==> config.mk <==
export PLATFORM = sky130hd
export DESIGN_NAME = ansi_text_console_writer_flat
export DESIGN_NICKNAME = d
export VERILOG_FILES = /design/src/sv/atcw_pkg.sv /design/src/sv/atcw_if.sv /design/src/sv/atcw_datapath.sv /design/src/sv/atcw_ctrl.sv /design/src/sv/ansi_text_console_writer.sv /design/src/flat_wrapper.sv
export SDC_FILE = /design/constraint.sdc
export NUM_CORES = 1
export LEC_CHECK = 0
export BUFFER_PORTS_ARGS = -buffer_cell sky130_fd_sc_hd__buf_2
export CORE_AREA = 2 2 169 171
export CTS_BUF_LIST = sky130_fd_sc_hd__clkbuf_8
export DETAILED_ROUTE_END_ITERATION = 10
export DIE_AREA = 0 0 171 173
export GPL_ROUTABILITY_DRIVEN = 0
export PLACE_DENSITY = 0.66
export SETUP_SLACK_MARGIN = 0.4
export SLEW_MARGIN = 10
export SYNTH_ARGS = -nofsm -noshare
export SYNTH_HDL_FRONTEND = slang
export SYNTH_SLANG_ARGS = --single-unit
==> constraint.sdc <==
create_clock -name clk_i -period 7.3 [get_ports clk_i]
set_input_delay 0.73 -clock clk_i [delete_from_list [all_inputs] [get_ports clk_i]]
set_output_delay 0.73 -clock clk_i [all_outputs]
set_load 0.01 [all_outputs]
==> src/sv/atcw_pkg.sv <==
// Package with shared constants, types and functions of the ANSI text console writer.
package atcw_pkg;

  localparam int unsigned Columns = 80;
  localparam int unsigned Rows = 25;
  localparam int unsigned MaxArgs = 6;

  localparam int unsigned PosW = 11;
  localparam int unsigned ArgW = 16;
  localparam int unsigned AttrW = 16;

  localparam logic [1:0] KindCell = 2'd0;
  localparam logic [1:0] KindScroll = 2'd1;
  localparam logic [1:0] KindCursor = 2'd2;

  localparam logic [1:0] PhaseText = 2'd0;
  localparam logic [1:0] PhaseEsc = 2'd1;
  localparam logic [1:0] PhaseCsi = 2'd2;

  localparam logic [AttrW-1:0] AttrReset = 16'h0700;

  typedef struct packed {
    logic [1:0]  kind;
    logic [10:0] cell_index;
    logic [15:0] cell_value;
    logic [15:0] cursor_position;
    logic        last;
  } result_t;

  // Commands from the controller to the datapath.
  typedef struct packed {
    logic byte_load;  // decode the accepted byte
    logic sgr_apply;  // apply the argument selected by sgr_sel
    logic scroll;     // move write position back one row
  } cmd_t;

  typedef struct packed {
    logic need_sgr;     // byte ends an SGR sequence
    logic need_cursor;  // byte ends a cursor sequence
    logic need_cell;    // byte writes a cell
    logic need_scroll;  // position past scroll limit
  } status_t;

  function automatic logic [AttrW-1:0] apply_sgr(logic [AttrW-1:0] a_in, logic [ArgW-1:0] v);
    logic [AttrW-1:0] a;
    logic [AttrW-1:0] fg;
    logic [AttrW-1:0] bg;
    logic             fg_v;
    logic             bg_v;
    a = a_in;
    fg = '0;
    bg = '0;
    fg_v = 1'b0;
    bg_v = 1'b0;
    unique case (v)
      16'd0: a = 16'h0700;
      16'd5: a = a | 16'h8000;
      16'd7: a = (a & 16'h8800) | ((a & 16'h7000) >> 4) | ((a & 16'h0700) << 4);
      16'd25: a = a & 16'h7FFF;
      16'd30: begin fg = 16'h000; fg_v = 1'b1; end
      16'd31: begin fg = 16'h400; fg_v = 1'b1; end
      16'd32: begin fg = 16'h200; fg_v = 1'b1; end
      16'd33: begin fg = 16'h600; fg_v = 1'b1; end
      16'd34: begin fg = 16'h100; fg_v = 1'b1; end
      16'd35: begin fg = 16'h500; fg_v = 1'b1; end
      16'd36: begin fg = 16'h300; fg_v = 1'b1; end
      16'd37: begin fg = 16'h700; fg_v = 1'b1; end
      16'd40: begin bg = 16'h0000; bg_v = 1'b1; end
      16'd41: begin bg = 16'h4000; bg_v = 1'b1; end
      16'd42: begin bg = 16'h2000; bg_v = 1'b1; end
      16'd43: begin bg = 16'h6000; bg_v = 1'b1; end
      16'd44: begin bg = 16'h1000; bg_v = 1'b1; end
      16'd45: begin bg = 16'h5000; bg_v = 1'b1; end
      16'd46: begin bg = 16'h3000; bg_v = 1'b1; end
      16'd47: begin bg = 16'h7000; bg_v = 1'b1; end
      16'd90: begin fg = 16'h800; fg_v = 1'b1; end
      16'd91: begin fg = 16'hC00; fg_v = 1'b1; end
      16'd92: begin fg = 16'hA00; fg_v = 1'b1; end
      16'd93: begin fg = 16'hE00; fg_v = 1'b1; end
      16'd94: begin fg = 16'h900; fg_v = 1'b1; end
      16'd95: begin fg = 16'hD00; fg_v = 1'b1; end
      16'd96: begin fg = 16'hB00; fg_v = 1'b1; end
      16'd97: begin fg = 16'hF00; fg_v = 1'b1; end
      default: ;
    endcase
    if (fg_v) a = (a & 16'hF000) | fg;
    if (bg_v) a = (a & 16'h8F00) | bg;
    return a;
  endfunction

endpackage

==> src/sv/atcw_if.sv <==
// Valid/ready channel interfaces for the console writer's requests and results.
interface atcw_in_if;
  logic       valid;
  logic       ready;
  logic [7:0] data_byte;
  logic       last_in_write;
  modport source (output valid, data_byte, last_in_write, input ready);
  modport sink (input valid, data_byte, last_in_write, output ready);
endinterface

interface atcw_out_if;
  logic        valid;
  logic        ready;
  logic [1:0]  kind;
  logic [10:0] cell_index;
  logic [15:0] cell_value;
  logic [15:0] cursor_position;
  logic        last;
  modport source (output valid, kind, cell_index, cell_value, cursor_position, last,
                  input ready);
  modport sink (input valid, kind, cell_index, cell_value, cursor_position, last,
                output ready);
endinterface

==> src/sv/atcw_datapath.sv <==
// Datapath of the console writer: position, attribute, parser state and argument registers.
module atcw_datapath #(
  parameter int unsigned COLUMNS = atcw_pkg::Columns,
  parameter int unsigned ROWS = atcw_pkg::Rows,
  parameter int unsigned MAX_ARGS = atcw_pkg::MaxArgs
) (
  input  logic                clk_i,
  input  logic                rst_ni,
  input  logic [7:0]          byte_i,
  input  logic                lastw_i,
  input  atcw_pkg::cmd_t      cmd_i,
  input  logic [$clog2(MAX_ARGS)-1:0] sgr_sel_i,
  output atcw_pkg::status_t   status_o,
  output logic [$clog2(MAX_ARGS+1)-1:0] sgr_cnt_o,
  output atcw_pkg::result_t   cell_res_o,
  output atcw_pkg::result_t   cursor_res_o
);
  localparam int unsigned SelW = $clog2(MAX_ARGS);
  localparam int unsigned CntW = $clog2(MAX_ARGS + 1);
  localparam int unsigned PW = atcw_pkg::PosW;
  localparam int unsigned AW = atcw_pkg::ArgW;
  localparam logic [PW-1:0] Limit = PW'((ROWS - 2) * COLUMNS);
  localparam logic [PW-1:0] Cols = PW'(COLUMNS);

  logic [PW-1:0] pos_q, pos_d;
  logic [15:0] attr_q, attr_d;
  logic [1:0] phase_q, phase_d;
  logic [1:0] skip_q, skip_d;
  logic [CntW-1:0] cnt_q, cnt_d;
  logic [AW-1:0] args_q [MAX_ARGS];
  logic [AW-1:0] args_d [MAX_ARGS];
  logic [7:0] col_q, col_d;
  logic sgr_q, sgr_d, cur_q, cur_d, cell_q, cell_d;
  logic [15:0] cell_val_q, cell_val_d;
  logic [PW-1:0] cell_idx_q, cell_idx_d;
  logic [15:0] curpos_q, curpos_d;
  logic [CntW-1:0] sgr_cnt_q, sgr_cnt_d;

  always_comb begin
    logic plain;
    logic [AW+3:0] acc;
    logic [CntW-1:0] c1;
    pos_d = pos_q;
    attr_d = attr_q;
    phase_d = phase_q;
    skip_d = skip_q;
    cnt_d = cnt_q;
    args_d = args_q;
    col_d = col_q;
    sgr_d = sgr_q;
    cur_d = cur_q;
    cell_d = cell_q;
    cell_val_d = cell_val_q;
    cell_idx_d = cell_idx_q;
    curpos_d = curpos_q;
    sgr_cnt_d = sgr_cnt_q;
    plain = 1'b1;
    acc = '0;
    c1 = '0;
    if (cmd_i.byte_load) begin
      sgr_d = 1'b0;
      cur_d = 1'b0;
      cell_d = 1'b0;
      if (skip_q != 2'd0) begin
        if (byte_i[7:6] == 2'b10) begin
          skip_d = skip_q - 2'd1;
          plain = 1'b0;
        end else begin
          skip_d = 2'd0;
        end
      end else if (phase_q == atcw_pkg::PhaseEsc) begin
        if (byte_i == 8'h5B) begin
          phase_d = atcw_pkg::PhaseCsi;
          for (int i = 0; i < MAX_ARGS; i++) args_d[i] = '0;
          cnt_d = '0;
          plain = 1'b0;
        end else begin
          phase_d = atcw_pkg::PhaseText;
        end
      end else if (phase_q == atcw_pkg::PhaseCsi) begin
        plain = 1'b0;
        if (byte_i >= 8'h30 && byte_i <= 8'h39) begin
          if (cnt_q < CntW'(MAX_ARGS)) begin
            acc = {args_q[cnt_q[SelW-1:0]], 3'b000} + {2'b00, args_q[cnt_q[SelW-1:0]], 1'b0}
                  + (AW+4)'(byte_i[3:0]);
            args_d[cnt_q[SelW-1:0]] = (acc > (AW+4)'(16'hFFFF)) ? 16'hFFFF : acc[AW-1:0];
          end
        end else if (byte_i == 8'h3B) begin
          if (cnt_q < CntW'(MAX_ARGS)) cnt_d = cnt_q + 1'b1;
        end else begin
          c1 = (cnt_q < CntW'(MAX_ARGS)) ? cnt_q + 1'b1 : CntW'(MAX_ARGS);
          if (byte_i == 8'h6D) begin
            sgr_d = 1'b1;
            sgr_cnt_d = c1;
          end else if (byte_i == 8'h48 || byte_i == 8'h66) begin
            cur_d = 1'b1;
            curpos_d = args_q[0] * 16'(COLUMNS) + args_q[1];
          end
          phase_d = atcw_pkg::PhaseText;
        end
      end
      if (plain) begin
        if (byte_i[7]) begin
          cell_d = 1'b1;
          cell_idx_d = pos_q;
          cell_val_d = 16'h003F | attr_q;
          pos_d = pos_q + 1'b1;
          col_d = (col_q == 8'(COLUMNS - 1)) ? 8'd0 : col_q + 8'd1;
          if (byte_i[7:5] == 3'b110) skip_d = 2'd1;
          else if (byte_i[7:4] == 4'b1110) skip_d = 2'd2;
          else if (byte_i[7:3] == 5'b11110) skip_d = 2'd3;
          else skip_d = 2'd0;
        end else if (byte_i < 8'h20) begin
          if (byte_i == 8'h0A) begin
            pos_d = pos_q + Cols - PW'(col_q);
            col_d = 8'd0;
          end else if (byte_i == 8'h1B) begin
            phase_d = atcw_pkg::PhaseEsc;
          end
        end else begin
          cell_d = 1'b1;
          cell_idx_d = pos_q;
          cell_val_d = {8'h00, byte_i} | attr_q;
          pos_d = pos_q + 1'b1;
          col_d = (col_q == 8'(COLUMNS - 1)) ? 8'd0 : col_q + 8'd1;
        end
      end
      if (lastw_i) begin
        phase_d = atcw_pkg::PhaseText;
        skip_d = 2'd0;
      end
    end
    if (cmd_i.sgr_apply) attr_d = atcw_pkg::apply_sgr(attr_q, args_q[sgr_sel_i]);
    if (cmd_i.scroll) pos_d = pos_q - Cols;
  end

  always_ff @(posedge clk_i or negedge rst_ni) begin
    if (!rst_ni) begin
      pos_q <= '0;
      attr_q <= atcw_pkg::AttrReset;
      phase_q <= atcw_pkg::PhaseText;
      skip_q <= '0;
      cnt_q <= '0;
      for (int i = 0; i < MAX_ARGS; i++) args_q[i] <= '0;
      col_q <= '0;
      sgr_q <= 1'b0;
      cur_q <= 1'b0;
      cell_q <= 1'b0;
      sgr_cnt_q <= '0;
    end else begin
      pos_q <= pos_d;
      attr_q <= attr_d;
      phase_q <= phase_d;
      skip_q <= skip_d;
      cnt_q <= cnt_d;
      args_q <= args_d;
      col_q <= col_d;
      sgr_q <= sgr_d;
      cur_q <= cur_d;
      cell_q <= cell_d;
      sgr_cnt_q <= sgr_cnt_d;
    end
  end

  always_ff @(posedge clk_i) begin
    cell_val_q <= cell_val_d;
    cell_idx_q <= cell_idx_d;
    curpos_q <= curpos_d;
  end

  assign status_o.need_sgr = sgr_q;
  assign status_o.need_cursor = cur_q;
  assign status_o.need_cell = cell_q;
  assign status_o.need_scroll = pos_q > Limit;
  assign sgr_cnt_o = sgr_cnt_q;

  assign cell_res_o = '{kind: atcw_pkg::KindCell, cell_index: cell_idx_q,
                        cell_value: cell_val_q, cursor_position: 16'd0, last: 1'b0};
  assign cursor_res_o = '{kind: atcw_pkg::KindCursor, cell_index: 11'd0,
                          cell_value: 16'd0, cursor_position: curpos_q, last: 1'b0};
endmodule

==> src/sv/atcw_ctrl.sv <==
// Controller of the console writer: sequences decode, colour updates and result delivery.
module atcw_ctrl #(
  parameter int unsigned MAX_ARGS = atcw_pkg::MaxArgs
) (
  input  logic              clk_i,
  input  logic              rst_ni,
  input  logic              in_valid_i,
  output logic              in_ready_o,
  input  atcw_pkg::status_t status_i,
  input  logic [$clog2(MAX_ARGS+1)-1:0] sgr_cnt_i,
  input  atcw_pkg::result_t cell_res_i,
  input  atcw_pkg::result_t cursor_res_i,
  output atcw_pkg::cmd_t    cmd_o,
  output logic [$clog2(MAX_ARGS)-1:0] sgr_sel_o,
  output logic              out_valid_o,
  input  logic              out_ready_i,
  output atcw_pkg::result_t out_res_o
);
  localparam int unsigned SelW = $clog2(MAX_ARGS);
  localparam int unsigned CntW = $clog2(MAX_ARGS + 1);
  localparam logic [1:0] StIdle = 2'd0;
  localparam logic [1:0] StDecide = 2'd1;
  localparam logic [1:0] StSgr = 2'd2;
  localparam logic [1:0] StScroll = 2'd3;

  logic [1:0] state_q, state_d;
  logic [CntW-1:0] idx_q, idx_d;
  logic ov_q, ov_d;
  atcw_pkg::result_t res_q, res_d;

  assign sgr_sel_o = idx_q[SelW-1:0];
  assign out_valid_o = ov_q;
  assign out_res_o = res_q;

  always_comb begin
    logic free;
    state_d = state_q;
    idx_d = idx_q;
    ov_d = ov_q;
    res_d = res_q;
    cmd_o = '0;
    in_ready_o = 1'b0;
    free = !ov_q || out_ready_i;
    if (ov_q && out_ready_i) ov_d = 1'b0;
    unique case (state_q)
      StIdle: begin
        in_ready_o = 1'b1;
        if (in_valid_i) begin
          cmd_o.byte_load = 1'b1;
          state_d = StDecide;
        end
      end
      StDecide: begin
        if (status_i.need_sgr) begin
          idx_d = '0;
          state_d = StSgr;
        end else if (status_i.need_cell || status_i.need_cursor) begin
          if (free) begin
            ov_d = 1'b1;
            res_d = status_i.need_cell ? cell_res_i : cursor_res_i;
            res_d.last = !status_i.need_scroll;
            state_d = status_i.need_scroll ? StScroll : StIdle;
          end
        end else begin
          state_d = status_i.need_scroll ? StScroll : StIdle;
        end
      end
      StSgr: begin
        cmd_o.sgr_apply = 1'b1;
        idx_d = idx_q + 1'b1;
        if (idx_q + 1'b1 >= sgr_cnt_i) state_d = StIdle;
      end
      StScroll: begin
        if (free) begin
          ov_d = 1'b1;
          res_d = '{kind: atcw_pkg::KindScroll, cell_index: 11'd0, cell_value: 16'd0,
                    cursor_position: 16'd0, last: 1'b1};
          cmd_o.scroll = 1'b1;
          state_d = StIdle;
        end
      end
      default: state_d = StIdle;
    endcase
  end

  always_ff @(posedge clk_i or negedge rst_ni) begin
    if (!rst_ni) begin
      state_q <= StIdle;
      idx_q <= '0;
      ov_q <= 1'b0;
    end else begin
      state_q <= state_d;
      idx_q <= idx_d;
      ov_q <= ov_d;
    end
  end

  always_ff @(posedge clk_i) begin
    res_q <= res_d;
  end
endmodule

==> src/sv/ansi_text_console_writer.sv <==
// Top level of the ANSI text console writer.
// The block takes one byte request at a time on in_req (data_byte, last_in_write) and
// returns zero, one or two results on out_res: cell writes, scroll events and cursor sets.
// A byte is accepted when valid and ready are high together at a rising clock edge.
// A plain byte is decoded in the idle state into the position, attribute and parser
// registers, and its result is loaded into the result register in the decide state.
// A byte that causes a scroll event then passes through the scroll state.  A final 'm'
// of an escape sequence applies the stored colour arguments, at most MAX_ARGS of them,
// one per cycle in the SGR state.  The block holds one result in its output register;
// if the receiver stalls, that result stays in place and the controller waits before it
// loads the next one, so nothing is lost.  A new byte is taken while the last result of
// the previous byte still waits in the output register.
// Reset is asynchronous and active low: it sets the write position to zero, the
// attribute to light grey on black, and clears the parser and the output valid flag.
module ansi_text_console_writer #(
  parameter int unsigned COLUMNS = atcw_pkg::Columns,
  parameter int unsigned ROWS = atcw_pkg::Rows,
  parameter int unsigned MAX_ARGS = atcw_pkg::MaxArgs
) (
  input logic clk_i,
  input logic rst_ni,
  atcw_in_if.sink in_req,
  atcw_out_if.source out_res
);
  atcw_pkg::cmd_t cmd;
  atcw_pkg::status_t status;
  atcw_pkg::result_t cell_res, cursor_res, res;
  logic [$clog2(MAX_ARGS)-1:0] sgr_sel;
  logic [$clog2(MAX_ARGS+1)-1:0] sgr_cnt;

  atcw_datapath #(.COLUMNS(COLUMNS), .ROWS(ROWS), .MAX_ARGS(MAX_ARGS)) u_dp (
    .clk_i, .rst_ni,
    .byte_i(in_req.data_byte), .lastw_i(in_req.last_in_write),
    .cmd_i(cmd), .sgr_sel_i(sgr_sel), .status_o(status), .sgr_cnt_o(sgr_cnt),
    .cell_res_o(cell_res), .cursor_res_o(cursor_res)
  );

  atcw_ctrl #(.MAX_ARGS(MAX_ARGS)) u_ctrl (
    .clk_i, .rst_ni,
    .in_valid_i(in_req.valid), .in_ready_o(in_req.ready),
    .status_i(status), .sgr_cnt_i(sgr_cnt), .cell_res_i(cell_res),
    .cursor_res_i(cursor_res), .cmd_o(cmd), .sgr_sel_o(sgr_sel),
    .out_valid_o(out_res.valid), .out_ready_i(out_res.ready), .out_res_o(res)
  );

  assign out_res.kind = res.kind;
  assign out_res.cell_index = res.cell_index;
  assign out_res.cell_value = res.cell_value;
  assign out_res.cursor_position = res.cursor_position;
  assign out_res.last = res.last;
endmodule
==> src/flat_wrapper.sv <==
// flat-port wrapper written by rule: the top's interface ports become plain ports
module ansi_text_console_writer_flat 
#(
  parameter int unsigned COLUMNS = atcw_pkg::Columns,
  parameter int unsigned ROWS = atcw_pkg::Rows,
  parameter int unsigned MAX_ARGS = atcw_pkg::MaxArgs
)
  (clk_i, rst_ni, in_req_valid, in_req_data_byte, in_req_last_in_write, in_req_ready, out_res_valid, out_res_kind, out_res_cell_index, out_res_cell_value, out_res_cursor_position, out_res_last, out_res_ready);
  atcw_in_if in_req_i ();
  atcw_out_if out_res_i ();
  input logic clk_i;
  input logic rst_ni;
  input wire logic [$bits(in_req_i.valid)-1:0] in_req_valid;
  input wire logic [$bits(in_req_i.data_byte)-1:0] in_req_data_byte;
  input wire logic [$bits(in_req_i.last_in_write)-1:0] in_req_last_in_write;
  output wire logic [$bits(in_req_i.ready)-1:0] in_req_ready;
  output wire logic [$bits(out_res_i.valid)-1:0] out_res_valid;
  output wire logic [$bits(out_res_i.kind)-1:0] out_res_kind;
  output wire logic [$bits(out_res_i.cell_index)-1:0] out_res_cell_index;
  output wire logic [$bits(out_res_i.cell_value)-1:0] out_res_cell_value;
  output wire logic [$bits(out_res_i.cursor_position)-1:0] out_res_cursor_position;
  output wire logic [$bits(out_res_i.last)-1:0] out_res_last;
  input wire logic [$bits(out_res_i.ready)-1:0] out_res_ready;
  assign in_req_i.valid = in_req_valid;
  assign in_req_i.data_byte = in_req_data_byte;
  assign in_req_i.last_in_write = in_req_last_in_write;
  assign in_req_ready = in_req_i.ready;
  assign out_res_valid = out_res_i.valid;
  assign out_res_kind = out_res_i.kind;
  assign out_res_cell_index = out_res_i.cell_index;
  assign out_res_cell_value = out_res_i.cell_value;
  assign out_res_cursor_position = out_res_i.cursor_position;
  assign out_res_last = out_res_i.last;
  assign out_res_i.ready = out_res_ready;
  ansi_text_console_writer #(.COLUMNS(COLUMNS), .ROWS(ROWS), .MAX_ARGS(MAX_ARGS)) u_core (.clk_i(clk_i), .rst_ni(rst_ni), .in_req(in_req_i), .out_res(out_res_i));
endmodule
Word-level counts from Yosys, hierarchy flattened
Cells that the tools add are included.
{ "word_totals": {"latchBits": 0, "mem_count": 0, "romBits": 0, "reg_bits": 239, "mem_bits_rw": 0} }
{ "op_classes": {"n_eq_ne": 60, "n_reduce_logical": 32, "order_cmp": 10, "shifts": 0, "add_sub_neg": 11, "div_mod_pow": 0, "muxes": 118, "mul": 1, "n_bitwise": 12} }
{ "ops": {"columns": ["op", "count"], "rows": [
  ["96-bit 2-to-1 mux", 5],
  ["46-bit 2-to-1 mux", 5],
  ["16-bit by 6-bit == test with 1-bit output, second input constant", 14],
  ["16-bit 2-to-1 mux", 14],
  ["12-bit one-hot mux with 15 select lines", 1],
  ["16-bit by 7-bit == test with 1-bit output, second input constant", 8],
  ["15-bit one-hot mux with 7 select lines", 1],
  ["16-bit binary-select mux with 3-bit select", 2],
  ["96-bit bitwise mux", 1],
  ["46-bit one-hot mux with 2 select lines", 1],
  ["11-bit 2-to-1 mux", 8],
  ["16-bit one-hot mux with 4 select lines", 1],
  ["2-bit 2-to-1 mux", 27],
  ["16-bit demux with 3-bit select", 1],
  ["16-bit by 5-bit == test with 1-bit output, second input constant", 3],
  ["8-bit by 7-bit == test with 1-bit output, second input constant", 5],
  ["1-bit 2-to-1 mux", 36],
  ["16-bit by 3-bit == test with 1-bit output, second input constant", 2],
  ["8-bit 2-to-1 mux", 4],
  ["16-bit OR", 2],
  ["3-bit 2-to-1 mux", 8],
  ["19-bit by 17-bit adder with 20-bit output", 1],
  ["20-bit by 4-bit adder with 20-bit output", 1],
  ["20-bit by 16-bit > comparator with 1-bit output, second input constant", 1],
  ["other kinds (55)", 92]
]} }

Logic depth before layout (Yosys ltp)
Gate-level depths: netlist of the first run.
{ "logic_depth": {"depth_word": 13, "depth_mapped": 19, "mapped_depth_nobuf": 15} }

Cells and area by module
From an unflattened synthesis of the first run, not the netlist that was laid out.
{ "hier_totals": {"cells_unflattened": 1442, "area_unflattened_um2": 14318.7} }
{ "by_module_without_submodules": {"columns": ["mod", "instances", "area_each_um2", "cells_per_inst"], "rows": [
  ["atcw_datapath", 1, 11831.3, 1244],
  ["atcw_ctrl", 1, 2487.4, 198]
]} }

Worst setup path before layout of the first run
OpenSTA, ideal clock, no wires.
{ "synth_path": {"path_kind": "input -> register", "startpoint": "in in_req_data_byte[1]", "endpoint": "reg u_core.u_dp.pos_q[4]", "arrival_time_ns": 5.268, "n_path_buf": 0, "required_ns": 7.201, "setup_time_ns": 0.099, "cell_stages": 8, "slack_ns": 1.932, "cell_sequence": "and4b_1 nand4b_1 a211oi_2 a2111oi_1 inv_1 o21ai_0 nand2_1 o221ai_1"} }
{ "synth_between": {"elab_chain_cells": 7, "word_cells_on_any_way": 15} }
{ "synth_lines": {"columns": ["element", "line_no", "source"], "rows": [
  ["from (decl)", "flat_wrapper.sv:14", "input wire logic [$bits(in_req_i.data_byte)-1:0] in_req_data_byte;"],
  ["branches (longest 7 deep; another with 8-bit by 6-bit less-than comparator with 1-bit output)", null, null],
  ["to (signal assigned)", "atcw_datapath.sv:151", "pos_q <= pos_d;"],
  ["to (decl)", "atcw_datapath.sv:25", "logic [PW-1:0] pos_q, pos_d;"]
]} }
Parallel ways; which one is timed is not known. The select of a mux whose other input is x is not followed.
A chain may end at the register's enable or synchronous reset.

Final worst setup path of the first run
{ "layout_path": {"startpoint": "reg u_core.u_dp.cnt_q[1]", "endpoint": "reg u_core.u_dp.args_q[53] (netlist name)"} }
{ "layout_between": {"elab_chain_cells": 13, "word_cells_on_any_way": 21} }
{ "layout_lines": {"columns": ["element", "line_no", "source"], "rows": [
  ["from (decl)", "atcw_datapath.sv:29", "logic [CntW-1:0] cnt_q, cnt_d;"],
  ["from (signal assigned)", "atcw_datapath.sv:155", "cnt_q <= cnt_d;"],
  ["3-bit NOT with 4-bit output", "atcw_datapath.sv:84, atcw_datapath.sv:86", null],
  ["16-bit binary-select mux with 3-bit select", "atcw_datapath.sv:84", "acc = {args_q[cnt_q[SelW-1:0]], 3'b000} + {2'b00, args_q[cnt_q[SelW-1:0]], 1'b0}"],
  ["16-bit 2-to-1 mux (not written as such) (2 in a row)", "atcw_datapath.sv:84", null],
  ["19-bit by 17-bit adder with 20-bit output", "atcw_datapath.sv:84", null],
  ["20-bit by 4-bit adder with 20-bit output", "atcw_datapath.sv:85", "+ (AW+4)'(byte_i[3:0]);"],
  ["20-bit by 16-bit > comparator with 1-bit output", "atcw_datapath.sv:86", "args_d[cnt_q[SelW-1:0]] = (acc > (AW+4)'(16'hFFFF)) ? 16'hFFFF : acc[AW-1:0];"],
  ["16-bit 2-to-1 mux", "atcw_datapath.sv:86", null],
  ["96-bit bitwise mux", "atcw_datapath.sv:86", null],
  ["96-bit 2-to-1 mux", "atcw_datapath.sv:83", "if (cnt_q < CntW'(MAX_ARGS)) begin"],
  ["96-bit 2-to-1 mux", "atcw_datapath.sv:82", "if (byte_i >= 8'h30 && byte_i <= 8'h39) begin"],
  ["96-bit 2-to-1 mux", "atcw_datapath.sv:80", "end else if (phase_q == atcw_pkg::PhaseCsi) begin"],
  ["96-bit 2-to-1 mux", "atcw_datapath.sv:71", "end else if (phase_q == atcw_pkg::PhaseEsc) begin"],
  ["to (signal assigned)", "atcw_datapath.sv:156", "args_q <= args_d;"],
  ["to (decl)", "atcw_datapath.sv:30", "logic [AW-1:0] args_q [MAX_ARGS];"]
]} }
Parallel ways exist; a longest one is shown, timed or not. The select of a mux whose other input is x is not followed.

==> results of run 1 <==
[area by class of cell]
class / instances / area share (%)
clock inverters: 29 / 1.18
inverters: 67 / 1.67
well taps: 378 / 3.14
repair buffers: 76 / 2.83
clock buffers: 46 / 4.20
flip-flops and latches: 231 / 41.4
multi-input cells: 1006 / 45.6
[Yosys cell counts (4+ instances only)]
library cell	instances
dfrtp_1	139
nand3_1	114
o21ai_0	107
nor2_1	95
ha_1	94
edfxtp_1	89
nand2_1	73
inv_1	67
a21oi_1	62
o21ai_1	52
clkbuf_1	42
mux2i_1	41
and3_1	37
xnor2_1	28
nor3_1	27
and2_1	26
a21o_1	15
a31oi_1	15
a211oi_1	13
nor2b_1	13
nor4_1	13
buf_2	12
o22ai_1	12
mux2_2	11
nand2b_1	11
xor2_1	11
mux4_2	10
nor2_2	10
buf_1	8
or2_2	8
a21boi_0	7
o221ai_1	7
fa_1	5
o211ai_1	5
o21bai_1	5
o22a_1	5
o31ai_1	5
a22oi_1	4
a311oi_1	4
buf_6	4
o21a_1	4
or3_1	4
[routing by layer]
| layer | track usage (%) | share of wire (%) | vias to the layer above |
|---|---|---|---|
| met1 | 32.3 | 45 | 5177 |
| met4 | 7.84 | 3.3 | 0 |
| met3 | 3.39 | 5.2 | 85 |
| met2 | 37.4 | 46 | 304 |
| met5 | 0 | 0 | - |
| li1 | - | - | 5141 |
[state kept, by name (all words and copies together) (netlist names), 2 cells and up]
signal / count
u_core.u_dp.sgr_cnt_o: 3
u_core.u_dp.curpos_q: 16
u_core.u_ctrl.out_res_o: 46
u_core.u_dp.args_q: 96
u_core.u_dp.cell_idx_q: 11
u_core.u_dp.skip_q: 2
u_core.u_ctrl.sgr_sel_o: 3
u_core.u_dp.col_q: 8
u_core.u_dp.attr_q: 8
u_core.u_dp.cnt_q: 3
u_core.u_ctrl.state_q: 2
u_core.u_dp.phase_q: 2
u_core.u_dp.cell_val_q: 16
u_core.u_dp.pos_q: 11
[logic make-up (layout without fill, tap and decap cells)]
logic type	after synthesis	count (layout)	share of synthesized area, %
simple gates	452	452	16.8
mux	62	62	5.58
fa+ha+maj	99	99	9.37
compound gates	353	353	15.9
buf+inv	135	218	4.09
xor+xnor	39	39	2.51
other cells	1	1	0.0275
flops	231	231	45.7
[worst register-to-register path, stage by stage (launching register included)]
cell and delay [ns]:
dfrtp_1 0.32, buf_4 0.37, nor2b_1 0.83, a21oi_1 0.19, a21oi_1 0.29, fa_1 0.51, fa_1 0.50, a211oi_2 0.27
o21ai_1 0.14, a2111o_1 0.45, a31oi_1 0.16, a211oi_1 0.09, o311ai_4 0.46, buf_4 0.34, nor2_1 0.16, o21ai_0 0.19
[metrics by stage]
step	setup WS [ns]	hold slack [ns]	util (%)	cells
global placement	2.18	0.439	51.6	1758
global route	1.42	0.192	54.5	1833
finish	1.92	0.153	54.5	1833
floorplan	1.93	0.419	-	1372
CTS	1.98	0.157	54.5	1833
detailed placement	2.04	0.451	51.6	1758
[placed cells by master (no fill, tap or decap), types with 28 or more instances in the layout]
| cell | count |
|---|---|
| dfrtp_1 | 138 |
| nand3_1 | 113 |
| o21ai_0 | 107 |
| nor2_1 | 94 |
| ha_1 | 94 |
| edfxtp_1 | 89 |
| inv_1 | 84 |
| nand2_1 | 73 |
| a21oi_1 | 62 |
| buf_2 | 59 |
| o21ai_1 | 52 |
| clkbuf_8 | 46 |
| mux2i_1 | 41 |
| and3_1 | 37 |
| xnor2_1 | 28 |
[power by group]
group | internal (W) | switching [W] | total, W
Clock | 0.000651 | 0.000533 | 0.00118
Combinational | 0.000672 | 0.00111 | 0.00179
Sequential | 0.00161 | 0.000188 | 0.00180
[how the worst max path moves through the flow]
stage / start / to / slack [ns]
after floorplan: in_req_data_byte[1] / u_core.u_dp.pos_q[4] / 1.93
after global placement: u_core.u_dp.cnt_q[1] / u_core.u_dp.args_q[60] / 2.18
after detailed placement: u_core.u_dp.cnt_q[1] / u_core.u_dp.args_q[21] / 2.04
after CTS: u_core.u_dp.cnt_q[1] / u_core.u_dp.args_q[44] / 1.98
after global routing: u_core.u_dp.cnt_q[1] / u_core.u_dp.args_q[12] / 1.42
final: u_core.u_dp.cnt_q[1] / u_core.u_dp.args_q[53] / 1.92
==> summary.md, run 1 <==
| Metric | Value |
|---|---|
| Clock transition at the registers of the reported paths | `0.06 ns` |
| Gr usage total | `23.3%` |
| Setup TNS Final | `0 ns` |
| Drt drc | `0` |
| Die height | `173 um` |
| Post-CTS setup buffers | `0` |
| Vias/cell | `5.84` |
| Critical path's largest stage delay | `0.82 ns` |
| HP Class | `in -> async` |
| CP Class | `reg -> reg` |
| Buf/Inv on CP | `2` |
| Initial Utilization | `49.3%` |
| Max VDD drop | `0.159 mV` |
| Seq cells post-synth | `231` |
| Final wirelength | `33.6 mm` |
| Area Overhead vs Synth | `10.5%` |
| Area leader, netlist | `dfrtp_1` |
| Number of buffers created by CTS | `41` |
| Multi-input logic area | `6870 sq um` |
| Worst reg2reg path endpoint | `u_core.u_dp.args_q[53]` |
| H-tree depth | `2` |
| Largest cells by area after synthesis | `dfrtp_1 26%, edfxtp_1 20%, ha_1 8.6%` |
| Post-Synthesis Cells | `1372` |
| RSZ-0062 raised after global routing | `false` |
| WL per Instance | `18.3 um` |
| Slew Viols, Final | `0` |
| Post-route cell area | `15100 sq um` |
| Max Buffers Root-to-Sink | `3` |
| Storage element area | `6230 sq um` |
| Share of cells above drive strength 1 | `12.8%` |
| First-pass DRT Iterations | `5` |
| Antenna diodes | `0` |
| Placeable Area | `27600 sq um` |
| Crit share post-route | `73.7%` |
| Initial antenna violation count | `0` |
| Die Width | `171 um` |
| Vias in the first global route | `10400` |
| Reg2reg setup slack | `1.92 ns` |
| CTS tree | `done` |
| DIE AREA | `29600 sq um` |
| Grt total ovfl | `0` |
| Syn Nets | `1484` |
| Ys Warns | `0` |
| Minimum clock period | `5.38 ns` |
| CP Depth | `15` |
| # resized after CTS | `0` |
| Reg2reg path depth | `15` |
| Final hold violation count | `0` |
| Overall Power | `0.00477 W` |
| Crit-path slowest cell | `nor2b_1` |
| Root Buffer | `clkbuf_8` |
| EDFF count, synth | `89` |
| Status | `finished clean` |
| Iteration-0 DRC Markers | `927` |
| Slew Limit Headroom | `24.4%` |
| Worst Skew | `0.0270 ns` |
| Total clock sinks | `231` |
| Nets@finish | `1535` |
| Filler cell count | `2448` |
| CP Cell Sequence | `buf_4, nor2b_1, a21oi_1, a21oi_1, fa_1, fa_1, a211oi_2, o21ai_1, a2111o_1, a31oi_1, a211oi_1, o311ai_4, buf_4, nor2_1, o21ai_0` |
| Crit path capture type | `register` |
| Post-synthesis sequential area ratio | `45.7%` |
| CP top delay family | `compound AO/OA/AOI/OAI gates` |
| Async SR Flop Fraction | `61.5%` |
| Synthesized area | `13600 sq um` |
| Routed via count | `10700` |
| Max Freq | `186 MHz` |
| Placed cell area | `14200 sq um` |
| Hpwl dp | `23.7 mm` |
| Top_reg_cell synth | `dfrtp_1` |
| I/O Buffers | `60` |
| Crit path required time | `7.74 ns` |
| Arrival @ worst endpoint | `5.82 ns` |
| Setup crit start kind | `register` |
| Final Setup Violations | `0` |
| Slew at the pin closest to its max-slew limit | `1.13 ns` |
| ANT nets after route | `0` |
| Post-CTS Hold Fix Bufs | `0` |
| Library cells used by synthesis | `81` |
| Critical path peak fanout | `35` |
| Cell Pwr Density | `316 nW/um^2` |
| Leakage Power | `6.50 nW` |
| Row count | `61` |
| Top-area cell type share of the netlist area | `25.5%` |
| Largest net degree at the start of global routing | `97` |
| Worst r2r src | `u_core.u_dp.cnt_q[1]` |
| Global-route wire length before repair | `55.4 mm` |
| Max cap viols | `0` |
| Skew-Pair Late Insertion Delay | `0.55 ns` |
| Mean Syn Cell Area | `9.93 sq um` |
| Num ports | `61` |
(Power assumes the default switching activity.)
==> inputs of run 2 (changes only) <==
==> constraint.sdc (replaced) <==
create_clock -name clk_i -period 5.21 [get_ports clk_i]
set_input_delay 0.521 -clock clk_i [delete_from_list [all_inputs] [get_ports clk_i]]
set_output_delay 0.521 -clock clk_i [all_outputs]
set_load 0.01 [all_outputs]
==> run 2 against run 1 <==
Against the previous run:
- first-iteration DRC count increased by 1.8%
- clock skew rose by 0.0081 ns
- clock power is 47% higher
- combinational power rose by 48%
- largest cell class unchanged
- worst setup slack got worse by 1.3 ns
- via count is 1.2% higher
- final cell count grew 0.76%
- sequential share of layout area shrank 0.47 points
- utilization is 0.64 points higher
- hold slack lost 0.069 ns
- sequential power increased by 38%
- total power increased by 44%
==> summary.md, run 2 (synthesized netlist as in run 1, its figures left out) <==
| Metric | Value |
|---|---|
| Critical path's largest stage delay | `0.66 ns (-0.16 ns)` |
| Minimum clock period | `4.56 ns (-0.817 ns)` |
| ANT nets after route | `0 (unchanged)` |
| Crit path capture type | `register` |
| Iteration-0 DRC Markers | `944 (+1.8%)` |
| Largest net degree at the start of global routing | `102 (+5.2%)` |
| Critical path peak fanout | `17 (-51%)` |
| Cell Pwr Density | `452 nW/um^2 (+43%)` |
| Crit path required time | `5.59 ns (-2.15 ns)` |
| Grt total ovfl | `0 (unchanged)` |
| Crit-path slowest cell | `dfrtp_2` |
| First-pass DRT Iterations | `6 (+1)` |
| Hpwl dp | `24.1 mm (+1.8%)` |
| Status | `finished clean` |
| Gr usage total | `23.2% (-0.11 points)` |
| Leading cell types in the layout, fill and taps excluded | `137 x dfrtp_1, 113 x nand3_1, 106 x o21ai_0` |
| Routed via count | `10800 (+1.2%)` |
| Arrival @ worst endpoint | `4.94 ns (-0.88 ns)` |
| Global-route wire length before repair | `55.0 mm (-0.83%)` |
| Die height | `173 um (unchanged)` |
| Final hold violation count | `0 (unchanged)` |
| Num ports | `61 (unchanged)` |
| RSZ-0062 raised after global routing | `false` |
| Crit share post-route | `87.6% (+14 points)` |
| Final wirelength | `34.2 mm (+1.8%)` |
| Vias/cell | `5.87 (+0.47%)` |
| Initial antenna violation count | `0 (unchanged)` |
| Max VDD drop | `0.172 mV (+8.0%)` |
| Nets@finish | `1548 (+0.85%)` |
| DIE AREA | `29600 sq um (unchanged)` |
| Worst Skew | `0.0352 ns (+0.00811 ns)` |
| Total clock sinks | `231 (unchanged)` |
| CP Class | `reg -> reg` |
| Worst hold slack | `0.0838 ns (-0.0692 ns)` |
| Slew at the pin closest to its max-slew limit | `1.27 ns (+0.135 ns)` |
| Root Buffer | `clkbuf_8` |
| Slew Viols, Final | `0 (unchanged)` |
| Clock transition at the registers of the reported paths | `0.06 ns (about the same)` |
| WL per Instance | `18.5 um (+1.0%)` |
| Share of cells above drive strength 1 | `14.5% (+1.7 points)` |
| Drt drc | `0 (unchanged)` |
| CTS tree | `done` |
| Die Width | `171 um (unchanged)` |
| Number of buffers created by CTS | `42 (+2.4%)` |
| HP Class | `in -> async` |
| Skew-Pair Late Insertion Delay | `0.56 ns (about the same)` |
| Final Setup Violations | `0 (unchanged)` |
| Setup TNS Final | `0 ns (unchanged)` |
| Vias in the first global route | `10300 (-1.6%)` |
| Setup crit start kind | `register` |
| Post-CTS Hold Fix Bufs | `0 (unchanged)` |
| Row count | `61 (unchanged)` |
| Most common cell after layout, fill and taps aside | `dfrtp_1` |
| Antenna diodes | `0 (unchanged)` |
| Max Freq | `219 MHz (+18%)` |
| Largest register FFs | `96 (unchanged)` |
| H-tree depth | `2 (unchanged)` |
| CP Cell Sequence | `mux2i_1, nor2_1, a31oi_1, o221ai_1, ha_1, ha_1, fa_1, a211oi_2, o21ai_1, a2111o_1, a311oi_2, o311ai_4, buf_4, buf_4, nor2_2, o21ai_0` |
| Max Buffers Root-to-Sink | `3 (unchanged)` |
| Most flop-heavy register | `u_core.u_dp.args_q` |
| Max cap viols | `0 (unchanged)` |
| Placeable Area | `27600 sq um (unchanged)` |
| I/O Buffers | `60 (unchanged)` |
| Area Overhead vs Synth | `11.8%` |
| Slew Limit Headroom | `15.2% (-9.2 points)` |
| Initial Utilization | `49.3% (unchanged)` |
| Leakage Power | `6.55 nW (+0.74%)` |
| Overall Power | `0.00688 W (+44%)` |
[run 2: cell types whose count changed in the layout (fill, tap and decap cells not counted), moves of 3 or more]
cell | before | now
buf_4 | 16 | 28
clkinv_2 | 3 | 7
clkinvlp_4 | 0 | 3
inv_1 | 84 | 73
[run 2: path summary, 6_finish.rpt]
check | startpoint | to | slack (ns) | cells after the start
hold reg to reg | u_core.u_dp.attr_q[14] | u_core.u_dp.cell_val_q[14] | 0.45 | 0
hold / removal | rst_ni | u_core.u_dp.phase_q[0] | 0.08 | 1
setup reg to reg | u_core.u_dp.cnt_q[0] | u_core.u_dp.args_q[66] | 0.65 | 16
setup / recovery | u_core.u_dp.cnt_q[0] | u_core.u_dp.args_q[66] | 0.65 | 16
max in group asynchronous | rst_ni | u_core.u_dp.args_q[13] | 3.95 | 2
min in group clk_i | in_req_last_in_write | u_core.u_dp.phase_q[1] | 0.24 | 2
[run 2: timing repair]
action                                  in CTS  in global routing
buffers inserted                             4                  0
gates cloned                                 0                  0
gates resized for setup                      0                  7
pin swaps                                    1                  0
endpoints found under the setup margin      96                 96
[run 2: critical path: cells and delay by family, from the launching register on]
family                     cells  cell delay (ns)
and+or+nand+nor                2             0.25
muxes                          1             0.23
adders and majority gates      3             1.00
buffers and inverters          2             0.35
DFF                            1             0.66
AOI/OAI and AO/OA              8             1.87
[run 2: final cells by class]
| cell class | instances | area, sq um |
|---|---|---|
| flip-flops and latches | 231 | 6230 |
| multi-input cells | 1006 | 6900 |
| clock inverters | 29 | 201 |
| inverters | 67 | 251 |
| fillers | 2388 | 12400 |
| clock buffers | 48 | 661 |
| well taps | 378 | 473 |
| repair buffers | 88 | 517 |
[run 2: routing by layer]
layer | vias to the layer above | GRT usage [%] | wire length [um]
met1 | 5254 | 31.9 | 15300
met2 | 333 | 37.4 | 16300
met3 | 75 | 3.25 | 1620
li1 | 5178 | - | -
met5 | - | 0 | 0
met4 | 0 | 8.09 | 1030
[run 2: where the power goes]
| part | switching (W) | total, W | internal (W) | leakage (nW) |
|---|---|---|---|---|
| clock | 0.000785 | 0.00174 | 0.000956 | 0.461 |
| sequential | 0.000234 | 0.00249 | 0.00225 | 2.74 |
| combinational | 0.00164 | 0.00265 | 0.00101 | 3.35 |
| total | 0.00266 | 0.00688 | 0.00422 | 6.55 |
[run 2: metrics by stage]
stage,utilization (%),worst slack (ns),area (sq um),cells
detailed placement,51.8,0.0636,14300,1766
finish,55.1,0.649,15200,1847
global placement,51.8,0.251,14300,1766
global route,55.1,0.390,15200,1847
floorplan,-,0.439,13600,1372
CTS,55.1,0.432,15200,1847
==> inputs of run 3 (changes only) <==
--- a/config.mk
+++ b/config.mk
@@ -12,8 +12,10 @@
 export DIE_AREA = 0 0 171 173
 export GPL_ROUTABILITY_DRIVEN = 0
 export PLACE_DENSITY = 0.66
+export REMOVE_ABC_BUFFERS = 1
 export SETUP_SLACK_MARGIN = 0.4
 export SLEW_MARGIN = 10
 export SYNTH_ARGS = -nofsm -noshare
 export SYNTH_HDL_FRONTEND = slang
 export SYNTH_SLANG_ARGS = --single-unit
+export TNS_END_PERCENT = 100
==> run 3 against run 2 <==
Against the previous run:
- global-route usage fell by 0.40 points
- first-iteration DRC count fell by 4.8%
- via count fell by 1.1%
- hold slack improved by 0.18 ns
- die area did not move
- clock skew rose by 0.0036 ns
- register-to-register slack got worse by 0.03 ns
- critical path type unchanged
- highest routed layer unchanged
- critical path depth rose by 1
- flip-flop and latch count did not move
- wire length fell by 1.5%
- utilization fell by 0.15 points
==> summary.md, run 3 (synthesized netlist as in run 1, its figures left out) <==
| Metric | Value |
|---|---|
| Status | `finished clean` |
| Final worst slack | `0.615 ns (-0.0337 ns)` |
| Total clock sinks | `231 (unchanged)` |
| Filler cell count | `2494 (+4.4%)` |
| Minimum clock period | `4.60 ns (+0.0337 ns)` |
| Crit share post-route | `88.2% (+0.65 points)` |
| Initial Utilization | `49.3% (unchanged)` |
| Cell Pwr Density | `451 nW/um^2 (-0.13%)` |
| Routed via count | `10700 (-1.1%)` |
| Crit-path slowest cell | `dfrtp_1` |
| DIE AREA | `29600 sq um (unchanged)` |
| ANT nets after route | `0 (unchanged)` |
| Max cap viols | `0 (unchanged)` |
| Placed cell area | `14300 sq um (-0.16%)` |
| GR Util met1 | `32.3% (+0.44 points)` |
| Antenna diodes | `0 (unchanged)` |
| Max VDD drop | `0.249 mV (+45%)` |
| Most common cell after layout, fill and taps aside | `dfrtp_1` |
| Leading cell types in the layout, fill and taps excluded | `138 x dfrtp_1, 113 x nand3_1, 106 x o21ai_0` |
| Gr busiest metal | `met2` |
| Slew at the pin closest to its max-slew limit | `1.31 ns (+0.0458 ns)` |
| Max Buffers Root-to-Sink | `3 (unchanged)` |
| First-pass DRT Iterations | `5 (-1)` |
| Largest register FFs | `96 (unchanged)` |
| Initial antenna violation count | `0 (unchanged)` |
| I/O Buffers | `60 (unchanged)` |
| Final Setup Violations | `0 (unchanged)` |
| Slew Viols, Final | `0 (unchanged)` |
| CP Class | `reg -> reg` |
| Number of buffers created by CTS | `41 (-2.4%)` |
| HP Class | `in -> reg` |
| Buf/Inv on CP | `3 (+1)` |
| Num ports | `61 (unchanged)` |
| Largest net degree at the start of global routing | `64 (-37%)` |
| Gr usage total | `22.8% (-0.40 points)` |
| Crit path capture type | `register` |
| Iteration-0 DRC Markers | `899 (-4.8%)` |
| Met2 GRT Util | `35.3% (-2.1 points)` |
| Grt total ovfl | `0 (unchanged)` |
| Root Buffer | `clkbuf_8` |
| Clock transition at the registers of the reported paths | `0.06 ns (about the same)` |
| RSZ-0062 raised after global routing | `false` |
| Vias in the first global route | `10300 (+0.71%)` |
| WL per Instance | `18.3 um (-1.3%)` |
| Leakage Power | `6.57 nW (+0.40%)` |
| Die Width | `171 um (unchanged)` |
| Critical path peak fanout | `14 (-3)` |
| Setup crit start kind | `register` |
| Final wirelength | `33.7 mm (-1.5%)` |
| Nets@finish | `1545 (-0.19%)` |
| Vias/cell | `5.81 (-0.92%)` |
| Most flop-heavy register | `u_core.u_dp.args_q` |
| CP top delay family | `compound AO/OA/AOI/OAI gates` |
| Slew Limit Headroom | `12.2% (-3.1 points)` |
| Setup TNS Final | `0 ns (unchanged)` |
| Critical path's largest stage delay | `0.60 ns (-0.06 ns)` |
| Max Freq | `218 MHz (-0.73%)` |
| GR Layer Usage met3 | `3.57% (+0.32 points)` |
| Final hold violation count | `0 (unchanged)` |
| Drt drc | `0 (unchanged)` |
| CP Cell Sequence | `buf_4, nand2b_1, nor2_2, nand2_1, o221ai_1, ha_1, ha_1, fa_1, a211oi_2, o21ai_1, a2111o_1, a311oi_2, o311ai_4, buf_12, buf_4, nor2_2, o21ai_1` |
| Arrival @ worst endpoint | `4.96 ns (+0.02 ns)` |
| CTS tree | `done` |
| Place WS | `0.136 ns (+0.0727 ns)` |
| Die height | `173 um (unchanged)` |
| Share of cells above drive strength 1 | `13.7% (-0.78 points)` |
| Skew-Pair Late Insertion Delay | `0.55 ns (about the same)` |
| Hpwl dp | `23.4 mm (-3.0%)` |
| Worst Skew | `0.0388 ns (+0.00360 ns)` |
| Crit path required time | `5.57 ns (-0.02 ns)` |
| Global-route wire length before repair | `54.2 mm (-1.5%)` |
| Placeable Area | `27600 sq um (unchanged)` |
| Area Overhead vs Synth | `11.5%` |
| Row count | `61 (unchanged)` |
| H-tree depth | `2 (unchanged)` |
| Post-route cell area | `15200 sq um (-0.27%)` |
==> run 3: changes by cell type in the layout (fill, tap and decap cells not counted), sizes merged <==
cell / change
clkinv: -9
clkinvlp: -3
buf: -3
dlygate4sd3: +1
inv: +10
==> run 3: worst paths after layout <==
kind	slack (ns)	to	cells after the start	start
max	0.61	u_core.u_dp.args_q[48]	17	u_core.u_dp.cnt_q[2]
min	0.26	u_core.u_ctrl.state_q[0]	2	in_req_valid
max reg2reg	0.61	u_core.u_dp.args_q[48]	17	u_core.u_dp.cnt_q[2]
min reg2reg	0.44	u_core.u_dp.cell_val_q[15]	0	u_core.u_dp.attr_q[15]
max in group asynchronous	3.71	u_core.u_dp.args_q[3]	3	rst_ni
min in group asynchronous	0.38	u_core.u_dp.pos_q[9]	2	rst_ni
==> run 3: metrics by stage <==
step | util [%] | instances | hold slack, ns | power (W)
finish | 55.0 | 1843 | 0.259 | 0.00685
global route | 55.0 | 1843 | 0.256 | 0.00733
CTS | 54.9 | 1843 | 0.231 | 0.00688
detailed placement | 51.7 | 1763 | 0.384 | 0.00511
global placement | 51.7 | 1763 | 0.387 | 0.00504
floorplan | - | 1304 | 0.225 | 0.00430
==> run 3: report_power, final <==
part           total (W)  internal, W  leakage [nW]  switching [W]
Combinational    0.00265      0.00101          3.34        0.00164
Sequential       0.00250      0.00225          2.74       0.000246
Clock            0.00170     0.000939         0.491       0.000762
Total            0.00685      0.00421          6.57        0.00264
==> run 3: repair_timing <==
item,CTS,global route
resized for setup,0,5
pin swaps,1,0
setup buffers,4,0
hold endpoints to repair,21,0
hold buffers,1,0
setup endpoints to repair,96,61
==> run 3: cell type report <==
type,count,area [sq um],area share [%]
clock buffers,48,661,4.35
clock inverters,27,165,1.09
inverters,67,251,1.66
multi-input cells,1006,6880,45.3
flip-flops and latches,231,6230,41.0
well taps,378,473,3.11
repair buffers,86,529,3.48
==> run 3: layer usage <==
layer  wire [um]  up-vias
li1            -     5183
met1       15300     5148
met2       15300      311
met3        2070       75
met4        1000        0
met5           0        -
